**src/rtl/rwa_pkg.sv**
```systemverilog
// shared types and constants for the runway request arbiter
// no dependencies; used by every module of the block

package rwa_pkg;

    localparam int QUEUE_DEPTH = 64;
    localparam int PTR_W       = $clog2(QUEUE_DEPTH);
    localparam int CNT_W       = $clog2(QUEUE_DEPTH + 1);
    localparam int ID_W        = 16;
    localparam int TIME_W      = 32;
    localparam int THR_CNT_W   = 7;
    localparam int THR_WAIT_W  = 16;
    localparam int FLD_CNT_W   = 7;

    localparam logic [THR_CNT_W-1:0]  TAKE_CNT_RST  = THR_CNT_W'(3);
    localparam logic [THR_WAIT_W-1:0] TAKE_WAIT_RST = THR_WAIT_W'(10);
    localparam logic [THR_WAIT_W-1:0] LAND_WAIT_RST = THR_WAIT_W'(20);

    typedef enum logic [2:0] {
        REQ_TICK  = 3'd0,
        REQ_LAND  = 3'd1,
        REQ_TAKE  = 3'd2,
        REQ_EMERG = 3'd3,
        REQ_SERVE = 3'd4
    } req_kind_t;

    typedef enum logic [1:0] {
        SRC_NONE  = 2'd0,
        SRC_EMERG = 2'd1,
        SRC_LAND  = 2'd2,
        SRC_TAKE  = 2'd3
    } src_t;

    typedef enum logic [1:0] {
        CFG_TAKE_CNT  = 2'd0,
        CFG_TAKE_WAIT = 2'd1,
        CFG_LAND_WAIT = 2'd2
    } cfg_idx_t;

    typedef struct packed {
        logic [2:0]      req_type;
        logic [ID_W-1:0] plane_id;
    } in_item_t;

    typedef struct packed {
        logic                 granted;
        logic [1:0]           granted_source;
        logic [ID_W-1:0]      granted_plane_id;
        logic                 request_dropped;
        logic [FLD_CNT_W-1:0] emergency_count;
        logic [FLD_CNT_W-1:0] landing_count;
        logic [FLD_CNT_W-1:0] takeoff_count;
    } out_item_t;

    typedef struct packed {
        logic [ID_W-1:0]   id;
        logic [TIME_W-1:0] arrival;
    } slot_t;

    typedef struct packed {
        logic [CNT_W-1:0] count;
        slot_t            head;
    } qstat_t;

    typedef struct packed {
        logic push;
        logic pop;
    } qctl_t;

endpackage

```
**src/rtl/rwa_queue.sv**
```systemverilog
// one circular request queue: slot memory, pointers, count and a head slot
// depends on rwa_pkg

module rwa_queue (
    input  logic           clk,
    input  logic           rst_n,
    input  rwa_pkg::qctl_t ctl,
    input  rwa_pkg::slot_t wr_slot,
    output rwa_pkg::qstat_t stat
);

    rwa_pkg::slot_t mem [rwa_pkg::QUEUE_DEPTH];

    logic [rwa_pkg::PTR_W-1:0] head_reg, head_next;
    logic [rwa_pkg::PTR_W-1:0] tail_reg, tail_next;
    logic [rwa_pkg::CNT_W-1:0] count_reg, count_next;
    rwa_pkg::slot_t            rd_data_reg;
    rwa_pkg::slot_t            byp_data_reg;
    logic                      byp_reg, byp_next;

    function automatic logic [rwa_pkg::PTR_W-1:0] wrap_inc(input logic [rwa_pkg::PTR_W-1:0] p);
        logic [rwa_pkg::PTR_W-1:0] r;
        if (p == rwa_pkg::PTR_W'(rwa_pkg::QUEUE_DEPTH - 1))
        begin
            r = '0;
        end
        else
        begin
            r = p + 1'b1;
        end
        return r;
    endfunction

    always_comb
    begin
        head_next  = ctl.pop ? wrap_inc(head_reg) : head_reg;
        tail_next  = ctl.push ? wrap_inc(tail_reg) : tail_reg;
        count_next = count_reg + rwa_pkg::CNT_W'(ctl.push) - rwa_pkg::CNT_W'(ctl.pop);
        // a push into the slot the head will read next must bypass the memory
        byp_next   = ctl.push && (tail_reg == head_next);
    end

    always_ff @(posedge clk or negedge rst_n)
    begin
        if (!rst_n)
        begin
            head_reg  <= '0;
            tail_reg  <= '0;
            count_reg <= '0;
            byp_reg   <= 1'b0;
        end
        else
        begin
            head_reg  <= head_next;
            tail_reg  <= tail_next;
            count_reg <= count_next;
            byp_reg   <= byp_next;
        end
    end

    always_ff @(posedge clk)
    begin
        if (ctl.push)
        begin
            mem[tail_reg] <= wr_slot;
        end
        rd_data_reg  <= mem[head_next];
        byp_data_reg <= wr_slot;
    end

    assign stat.count = count_reg;
    assign stat.head  = byp_reg ? byp_data_reg : rd_data_reg;

endmodule

```
**config.mk**
```make
export PLATFORM = sky130hd
export DESIGN_NAME = rwa_queue
export DESIGN_NICKNAME = d
export VERILOG_FILES = /design/src/rtl/rwa_pkg.sv /design/src/rtl/rwa_queue.sv
export SDC_FILE = /design/constraint.sdc
export NUM_CORES = 2
export LEC_CHECK = 0
export BUFFER_PORTS_ARGS = -buffer_cell sky130_fd_sc_hd__clkbuf_2
export CORE_ASPECT_RATIO = 1.2
export CORE_UTILIZATION = 42
export DETAILED_ROUTE_END_ITERATION = 16
export PLACE_DENSITY = 0.61
export SLEW_MARGIN = 20
export SYNTH_ARGS = -nofsm -noshare
export SYNTH_HDL_FRONTEND = slang
export SYNTH_SLANG_ARGS = --single-unit
```
**constraint.sdc**
```tcl
create_clock -name clk -period 6.1 [get_ports clk]
set_input_delay 0.915 -clock clk [delete_from_list [all_inputs] [get_ports clk]]
set_output_delay 0.915 -clock clk [all_outputs]
set_load 0.02 [all_outputs]
```
==> impl_summary.md <==
Finish
The final instance area is 159000 um2. Relative to the synthesized area, the layout overhead comes to 11.8%. The post-route netlist has 20.7% of its cells at a drive strength greater than 1. The flip-flop count of the largest register after layout is 3072. At the end of the flow, the number of nets in the layout was 8498.

Timing
The highest clock frequency the design can meet is 0.226 GHz. Summed over all failing endpoints, the final setup total negative slack is 0 ns. Dividing the final minimum period by the clock period gives 72.4%. Setup repair after global routing left no endpoint under its margin.

The total count of hold-check failures in the final report is 0. The relative slew slack is 17.1%. For the final database, setup skew stands at 0.0704 ns. The minimum period implied by the final worst setup slack is 4.42 ns.

At the pin with the least slew margin, the transition time is 1.24 ns. The final max-slew violation count is 0. The total setup violations reported at the end of the flow is 0.

Detailed routing
The final wirelength is 463 mm. The residual DRC count is 0. In this run, the number of DRC markers left after iteration 0 of detailed routing was 11600. The detail route stage leaves a number of antenna-violating nets equal to 0.

The number of vias per cell is 6.78. The via count of the routed design is 89200. The detailed-route wire length per cell is 35.1 um. The first TritonRoute pass finished after 6 iterations.

Die
The I/O pin count is 107. The die footprint is 341000 um2. The core region area is 336000 um2. The number of rows created at floorplan is 233. The height of the chip is 639 um.

The starting density of the core is 42.3%. The floorplan step set the die width to 533 um.

Synthesis
The number of nets in the synthesized netlist is 8508. Among all flip-flop cells after synthesis, the most frequent one is sky130_fd_sc_hd__edfxtp_1. The share of synthesized area in the top cell type comes to 64.9%. The number of flops mapped to enable cells by yosys is 3072. The synthesized area is 142000 um2. The Yosys step of the flow raised 0 warnings. The share of synthesized flip-flops with an asynchronous set or reset is 0.627%.

The commonest cells after synthesis are 3072 x sky130_fd_sc_hd__edfxtp_1, 1029 x sky130_fd_sc_hd__o22ai_1, 776 x sky130_fd_sc_hd__mux4_2. The number of synthesized register bits is 3188. In the post-synthesis netlist, the biggest area contributors are sky130_fd_sc_hd__edfxtp_1 65%, sky130_fd_sc_hd__mux4_2 12%, sky130_fd_sc_hd__mux2i_1 5.1%, sky130_fd_sc_hd__o22ai_1 4.5%, sky130_fd_sc_hd__a22oi_1 2.1%. The number of unique standard cell types used by synthesis is 59.

The cell count after synthesis is 8446. Summed over all instances, the cell type with the most area after synthesis is sky130_fd_sc_hd__edfxtp_1. The average instance in the mapped netlist occupies 16.8 um2.

In the post-synthesis netlist, the cell with the most instances is sky130_fd_sc_hd__edfxtp_1. Sequential elements use 66.6% of the synthesized area.

CTS
The number of gates resized after CTS was 0. The clock tree synthesis step divided the H-tree into 5 levels. The longest clock path from root to sink contains 4 buffers. The clock edge transition at the registers on the reported setup and hold paths is 0.07 ns. The number of clock buffers inserted by TritonCTS is 321. After clock tree synthesis, the flow added hold-fix buffers numbering 0. The buffer cell driving the clock tree root is sky130_fd_sc_hd__clkbuf_16.

The post-CTS setup buffer count is 0. At the later pin of the worst-skew pair, clock insertion delay measures 0.91 ns. The clock tree from TritonCTS is done. The TritonCTS sink count is 3188.

Global routing
The first global-routing pass estimated 648 mm of wire. The global route total overflow is 0. Global routing consumed, over all layers together, 26.5% of the routing resources. The largest net degree at the start of global routing is 151. The number of antenna violations at the first check in global routing is 27. The via count of the first global-routing pass is 88300.

Setup path
The cell with the biggest individual delay on the critical path is sky130_fd_sc_hd__dfrtp_4. In this run the worst path has a maximum fanout of 103. The critical path starts at head_reg[0]$_DFF_PN0_. At the worst endpoint, the arrival time is 5.12 ns.

The critical path capture point type is a flop. Walking the worst path, the cells encountered are ha_4 -> buf_12 -> nand2_4 -> buf_12 -> o22ai_1 -> a221oi_1 -> a2111oi_0 -> a31o_1 -> nor3_1. The delay of the slowest cell on the worst path is 0.99 ns.

The startpoint identified for the worst register-to-register timing path is head_reg[0]$_DFF_PN0_. STA classifies the critical path startpoint as a flop. In this design, the critical path's most frequently occurring cell is sky130_fd_sc_hd__buf_12. The required time of the critical path is 6.80 ns. The critical path is of the reg -> reg type.

Power
The largest voltage drop on the vdd net is 0.639 mV. The total power per unit cell area is 477 nW/um2. In this run the static leakage power is 49.8 nW.

Status
The run finished with clean final reports.

Hold path
The worst hold path class is in -> async.

Place
The post-detailed-placement cell area is 149000 um2. Input and output buffers added on the ports amount to 106. Summed over all nets, the half-perimeter wirelength after detailed placement is 258 mm. At the end of routability-driven placement, the weighted congestion stood at 0.822.

Job
Across the run, the number of max-cap violations was 0.
## placed cells by master, fill, tap and decap left out, drive strengths merged, types with 27 or more instances in the layout
cell,count
inv,27
mux4,776
nand2,27
o21ai,263
and4,68
clkbuf,531
nor2,101
edfxtp,3072
buf,320
dfxtp,96
a21oi,56
nor4,44
nor3,452
a22oi,391
o22ai,1030
clkinv,102
mux2,54
nand4,30
a31oi,48
nand3,133
mux2i,728
o221ai,165
## routing by layer
layer	part of all wire, %	global-route usage, %	vias to the layer above
li1	-	-	36100
met1	36	32.7	46800
met2	49	44.4	5191
met3	9.5	5.07	1192
met4	5.8	13.9	12
met5	0.019	0	-
## power by group
| group | switching [mW] | internal, mW |
|---|---|---|
| registers | 0.743 | 25.1 |
| logic | 18.3 | 11.9 |
| clock network | 8.49 | 11.3 |
## layout make-up
class / instances / area [um2]
clock buffer: 433 / 8850
sequential: 3188 / 94700
inverter: 16 / 83.8
timing repair buffer: 418 / 3980
tap: 4465 / 5590
multi-input combinational: 4491 / 44300
clock inverter: 145 / 1440
antenna: 12 / 30.0
fill: 28000 / 177000
## critical path: cells and delay by family, from the launching register on
family | cells | cell delay (ns)
adders and majority gates | 1 | 0.35
buffers and inverters | 2 | 0.68
and+or+nand+nor | 2 | 1.14
AOI/OAI and AO/OA | 4 | 1.01
DFF | 1 | 0.99
## worst paths after layout
kind                                            to  cells past startpoint  slack (ns)
min in group clk           byp_data_reg[5]$_DFF_P_                      1        0.44
max reg2reg                rd_data_reg[46]$_DFF_P_                      9        1.68
min                          head_reg[3]$_DFF_PN0_                      1        0.06
max in group asynchronous        byp_reg$_DFF_PN0_                      1        5.42
max                        rd_data_reg[46]$_DFF_P_                      9        1.68
min reg2reg                 count_reg[6]$_DFF_PN0_                      2        0.62
## logic make-up after synthesis
kind of cell | Yosys count | synth area share, %
flops | 3188 | 66.6
xor+xnor | 22 | 0.141
buf+inv | 767 | 2.71
simple gates | 904 | 3.38
mux | 1558 | 17.9
compound gates | 1997 | 9.20
fa+ha+maj | 10 | 0.0933
## stage by stage
stage	hold WS (ns)	utilization [%]	power [mW]	worst slack (ns)	instances
2_1_floorplan	0.584	-	46.8	0.670	8446
3_3_place_gp	0.599	44.2	55.7	1.78	12600
3_5_place_dp	0.601	44.2	56.2	1.71	12600
4_1_cts	0.0485	47.3	75.8	1.73	13200
5_1_grt	0.0884	47.3	78.3	1.65	13200
6_report	0.0622	47.3	75.8	1.68	13200
Note: power is estimated with default switching activity, not from simulation.
