==> src/rtl/rwa_pkg.sv <==
// shared types and constants for the runway request arbiter
// no dependencies; used by every module of the block

package rwa_pkg;

    localparam int QUEUE_DEPTH = 64;
    localparam int PTR_W       = $clog2(QUEUE_DEPTH);
    localparam int CNT_W       = $clog2(QUEUE_DEPTH + 1);
    localparam int ID_W        = 16;
    localparam int TIME_W      = 32;
    localparam int THR_CNT_W   = 7;
    localparam int THR_WAIT_W  = 16;
    localparam int FLD_CNT_W   = 7;

    localparam logic [THR_CNT_W-1:0]  TAKE_CNT_RST  = THR_CNT_W'(3);
    localparam logic [THR_WAIT_W-1:0] TAKE_WAIT_RST = THR_WAIT_W'(10);
    localparam logic [THR_WAIT_W-1:0] LAND_WAIT_RST = THR_WAIT_W'(20);

    typedef enum logic [2:0] {
        REQ_TICK  = 3'd0,
        REQ_LAND  = 3'd1,
        REQ_TAKE  = 3'd2,
        REQ_EMERG = 3'd3,
        REQ_SERVE = 3'd4
    } req_kind_t;

    typedef enum logic [1:0] {
        SRC_NONE  = 2'd0,
        SRC_EMERG = 2'd1,
        SRC_LAND  = 2'd2,
        SRC_TAKE  = 2'd3
    } src_t;

    typedef enum logic [1:0] {
        CFG_TAKE_CNT  = 2'd0,
        CFG_TAKE_WAIT = 2'd1,
        CFG_LAND_WAIT = 2'd2
    } cfg_idx_t;

    typedef struct packed {
        logic [2:0]      req_type;
        logic [ID_W-1:0] plane_id;
    } in_item_t;

    typedef struct packed {
        logic                 granted;
        logic [1:0]           granted_source;
        logic [ID_W-1:0]      granted_plane_id;
        logic                 request_dropped;
        logic [FLD_CNT_W-1:0] emergency_count;
        logic [FLD_CNT_W-1:0] landing_count;
        logic [FLD_CNT_W-1:0] takeoff_count;
    } out_item_t;

    typedef struct packed {
        logic [ID_W-1:0]   id;
        logic [TIME_W-1:0] arrival;
    } slot_t;

    typedef struct packed {
        logic [CNT_W-1:0] count;
        slot_t            head;
    } qstat_t;

    typedef struct packed {
        logic push;
        logic pop;
    } qctl_t;

endpackage

==> src/rtl/rwa_sched.sv <==
// request decode and grant decision for one item against the queue heads
// depends on rwa_pkg

module rwa_sched (
    input  logic                              go,
    input  rwa_pkg::in_item_t                 item,
    input  rwa_pkg::qstat_t                   emerg_stat,
    input  rwa_pkg::qstat_t                   land_stat,
    input  rwa_pkg::qstat_t                   take_stat,
    input  logic [rwa_pkg::TIME_W-1:0]        now_ticks,
    input  logic [rwa_pkg::THR_CNT_W-1:0]     take_cnt_thr,
    input  logic [rwa_pkg::THR_WAIT_W-1:0]    take_wait_thr,
    input  logic [rwa_pkg::THR_WAIT_W-1:0]    land_wait_thr,
    output rwa_pkg::qctl_t                    emerg_ctl,
    output rwa_pkg::qctl_t                    land_ctl,
    output rwa_pkg::qctl_t                    take_ctl,
    output logic                              tick,
    output rwa_pkg::out_item_t                result
);

    logic                        e_ne, l_ne, t_ne;
    logic                        e_full, l_full, t_full;
    logic [rwa_pkg::TIME_W-1:0]  take_wait, land_wait;
    logic                        take_first;
    logic                        serve;
    rwa_pkg::qctl_t              e_c, l_c, t_c;
    logic                        dropped;
    rwa_pkg::src_t               src;
    logic [rwa_pkg::ID_W-1:0]    gid;

    always_comb
    begin
        e_ne   = emerg_stat.count != '0;
        l_ne   = land_stat.count != '0;
        t_ne   = take_stat.count != '0;
        e_full = emerg_stat.count == rwa_pkg::CNT_W'(rwa_pkg::QUEUE_DEPTH);
        l_full = land_stat.count == rwa_pkg::CNT_W'(rwa_pkg::QUEUE_DEPTH);
        t_full = take_stat.count == rwa_pkg::CNT_W'(rwa_pkg::QUEUE_DEPTH);

        // waits are modulo the tick counter width
        take_wait = now_ticks - take_stat.head.arrival;
        land_wait = now_ticks - land_stat.head.arrival;

        take_first = t_ne
            && ((32'(take_stat.count) >= 32'(take_cnt_thr))
                || (take_wait >= rwa_pkg::TIME_W'(take_wait_thr)))
            && !(l_ne && (land_wait >= rwa_pkg::TIME_W'(land_wait_thr)));

        e_c     = '0;
        l_c     = '0;
        t_c     = '0;
        dropped = 1'b0;
        serve   = 1'b0;
        tick    = 1'b0;

        case (item.req_type)
            rwa_pkg::REQ_TICK:
            begin
                tick = go;
            end
            rwa_pkg::REQ_LAND:
            begin
                l_c.push = !l_full;
                dropped  = l_full;
            end
            rwa_pkg::REQ_TAKE:
            begin
                t_c.push = !t_full;
                dropped  = t_full;
            end
            rwa_pkg::REQ_EMERG:
            begin
                e_c.push = !e_full;
                dropped  = e_full;
            end
            rwa_pkg::REQ_SERVE:
            begin
                serve = 1'b1;
            end
            default:
            begin
                serve = 1'b0;
            end
        endcase

        e_c.pop = serve && e_ne;
        l_c.pop = serve && !e_ne && l_ne && !take_first;
        t_c.pop = serve && !e_ne && !l_c.pop && t_ne;

        if (e_c.pop)
        begin
            src = rwa_pkg::SRC_EMERG;
            gid = emerg_stat.head.id;
        end
        else if (l_c.pop)
        begin
            src = rwa_pkg::SRC_LAND;
            gid = land_stat.head.id;
        end
        else if (t_c.pop)
        begin
            src = rwa_pkg::SRC_TAKE;
            gid = take_stat.head.id;
        end
        else
        begin
            src = rwa_pkg::SRC_NONE;
            gid = '0;
        end

        emerg_ctl.push = go && e_c.push;
        emerg_ctl.pop  = go && e_c.pop;
        land_ctl.push  = go && l_c.push;
        land_ctl.pop   = go && l_c.pop;
        take_ctl.push  = go && t_c.push;
        take_ctl.pop   = go && t_c.pop;

        result.granted          = src != rwa_pkg::SRC_NONE;
        result.granted_source   = src;
        result.granted_plane_id = gid;
        result.request_dropped  = dropped;
        result.emergency_count  = rwa_pkg::FLD_CNT_W'(emerg_stat.count
            + rwa_pkg::CNT_W'(e_c.push) - rwa_pkg::CNT_W'(e_c.pop));
        result.landing_count    = rwa_pkg::FLD_CNT_W'(land_stat.count
            + rwa_pkg::CNT_W'(l_c.push) - rwa_pkg::CNT_W'(l_c.pop));
        result.takeoff_count    = rwa_pkg::FLD_CNT_W'(take_stat.count
            + rwa_pkg::CNT_W'(t_c.push) - rwa_pkg::CNT_W'(t_c.pop));
    end

endmodule

==> config.mk <==
export PLATFORM = sky130hd
export DESIGN_NAME = rwa_sched
export DESIGN_NICKNAME = d
export VERILOG_FILES = /design/src/rtl/rwa_pkg.sv /design/src/rtl/rwa_sched.sv
export SDC_FILE = /design/constraint.sdc
export NUM_CORES = 1
export LEC_CHECK = 0
export ABC_AREA = 1
export BUFFER_PORTS_ARGS = -buffer_cell sky130_fd_sc_hd__buf_2
export CAP_MARGIN = 40
export CORE_ASPECT_RATIO = 0.75
export CORE_MARGIN = 4
export CORE_UTILIZATION = 40
export DETAILED_ROUTE_END_ITERATION = 8
export GPL_TIMING_DRIVEN = 1
export PLACE_DENSITY = 0.8
export SLEW_MARGIN = 10
export SYNTH_ARGS = -nofsm -noshare
export SYNTH_HDL_FRONTEND = slang
export SYNTH_SLANG_ARGS = --single-unit
==> constraint.sdc <==
create_clock -name vclk -period 6
set_input_delay 0.6 -clock vclk [all_inputs]
set_output_delay 0.6 -clock vclk [all_outputs]
set_load 0.01 [all_outputs]
==> out/metrics.yaml <==
clock_tree:
  ctsHoldBuffers: 0
worst_setup_path:
  max_stage_delay_ns: 0.42
  cp.arrival_ns: 5.26
  crit_slowest_cell: "fa_2"
  critical_path_class: "primary input to output pin"
  path_max_fanout: 4
  crit_top_cell: "nor2_1"
  required_ns: 5.40
  crit_path_end_kind: "output pin"
  crit_path_start_kind: "primary input"
sta:
  fmax_ghz: 0.1707
  min_period_ns: 5.858
  rsz0062_at_grt: "yes"
  maxSlewHeadroom_pct: 61.65
  drv_slew: 0
  setup_violations: 0
  finalCritPeriodShare_pct: 97.63
  hold_viol_final: 0
  worst_pin_slew_ns: 0.5735
run_status:
  status: "complete, no violations"
pwr:
  fin_total_pwr_uw: 887.0
  ir_drop_v: 0.00005455
  p_leak_uw: 0.006067
  power_density_nw_per_um2: 94.90
synth:
  synth_xor_area_share_pct: 6.069
  synth_fa_ha_area_share_pct: 23.12
  muxShareOfSynthArea_pct: 0
  yosysTopAreaCell: "nand2_1"
  seq_area_frac_synth_pct: 0
  synthCells: 1437
  synth_fp_nets: 1826
  ys_types: 33
  syn_area_um2: 7360
  synth_compound_area_share_pct: 7.514
  yosysWarnings: 0
  yosysTopAreaCellShare_pct: 25.76
  synth_top_family_by_area: "simple AND/OR/NAND/NOR gates"
  synth.avg_cell_area_um2: 5.121
  synthSimpleGateAreaFrac_pct: 44.49
  ys_top_cells_by_area: "nand2_1 (26%), ha_1 (22%), inv_1 (18%)"
hold_path:
  hold_path_end: "result[23]"
  min_path_cells: 4
  min_from: "emerg_stat[33]"
  hp-class: "primary input to output pin"
floorplan:
  die_h_um: 125.5
  core_um2: 17870
  die-area_um2: 20660
  rows: 42
  initial_utilization_pct: 41.19
  io_pins: 304
  die_w_um: 164.6
global_route:
  grt_pass1_vias: 8930
  grtUsageTotal_pct: 24.42
  grt-ovfl-total: 0
  grt_max_degree: 20
  antenna_found_initial: 5
  grt_pass1_wl_um: 41990
placement:
  io_buffers: 256
  gp_congestion: 0.9835
  hpwl_um: 24110
cells_and_area:
  multi_input_area_um2: 6296
  seq_cell_count: 0
  fillers: 1880
  post-route-util_pct: 52.31
  nNetsFinal: 2094
  final_common_cell: "nand2_1"
  area_growth_pct: 27.00
  drive_above_1_share_pct: 20.73
  nClkBuffers: 0
  final_cell_mix: "nand2_1 (494), inv_1 (349), buf_2 (256)"
  seq_area_um2: 0
route:
  avgRoutedWirePerCell_um: 13.76
  antenna_left: 0
  via_per_inst: 4.927
  dr.pass1.iters: 6
  drc_errors: 0
  drt_iter0_markers: 892
  vias: 9602
  finalWirelength_um: 26810
job:
  maxCapViolCount: 0
-- per-stage QoR --
stage | setup TNS [ns] | hold WS, ns | cell area [µm²] | setup slack (ns) | instances
2_1_floorplan | 0 | 1.254 | 7360 | 0.7106 | 1437
3_3_place_gp | 0 | 1.500 | 9006 | 0.1180 | 1943
6_report | 0 | 1.503 | 9346 | 0.1424 | 1949
3_5_place_dp | 0 | 1.501 | 9006 | 0.07567 | 1943
4_1_cts | 0 | 1.503 | 9006 | 0.02842 | 1943
5_1_grt | -0.4688 | 1.522 | 9346 | -0.1295 | 1949
-- report_power, final --
group          switching (µW)  internal (µW)  leakage (µW)  total (µW)
Clock                       0      0.0000892  0.0000000254   0.0000892
Combinational             531            356       0.00607         887
Sequential                  0              0             0           0
Total                     531            356       0.00607         887
-- cell usage after synthesis (all sizes together) --
library cell,n
nand2,514
o211ai,1
buf,6
or2,4
and2,5
nand3,82
a31oi,2
ha,128
a21o,1
fa,5
a21boi,1
o21ai,19
o21a,1
nor4,1
xnor2,10
clkinv,1
a21oi,68
o21bai,6
xor2,41
inv,353
nand4,28
clkbuf,1
nand3b,12
a211oi,4
nor3,26
nor2,117
-- worst max-delay path: cells and delay by family --
family                     cells  cell delay [ns]
adders and majority gates      6             1.64
buffers and inverters          6             0.46
AOI/OAI and AO/OA              5             0.81
xor gates and xnor gates       2             0.35
and+or+nand+nor               13             1.37
-- routing by layer --
metal,wire length (µm),part of all wire (%),track usage [%],up-vias
met2,12070,45,40.09,327
met4,722,2.7,5.037,2
met5,7,0.026,0,-
met1,12310,46,35.12,4280
li1,-,-,-,4931
met3,1710,6.4,1.612,62
-- worst max path at each step --
| stage | cells past startpoint | start | to |
|---|---|---|---|
| final | 32 | now_ticks[0] | result[13] |
| after global routing | 34 | land_stat[5] | result[13] |
| after CTS | 34 | now_ticks[5] | result[6] |
| after detailed placement | 34 | now_ticks[5] | result[6] |
| after global placement | 35 | now_ticks[0] | result[6] |
| after floorplan | 32 | land_stat[2] | result[13] |
-- area by class of cell --
class	instances	share of cell area [%]
antenna	4	0.1071
inverter	354	14.22
multi-input combinational	1076	67.36
tap	242	3.240
timing repair buffer	273	15.07
-- cell families (layout without fill, tap and decap cells) --
| group | Yosys count | in the layout |
|---|---|---|
| other | 0 | 4 |
| and+or+nand+nor | 789 | 789 |
| AOI/OAI and AO/OA | 103 | 103 |
| buffers and inverters | 361 | 627 |
| adders and majority gates | 133 | 133 |
| xor gates and xnor gates | 51 | 51 |
-- what timing repair did --
action,4_1_cts,5_1_grt
setup endpoints to repair,0,5
gates resized for setup,0,70
buffers inserted,0,2
(Power assumes the default switching activity.)
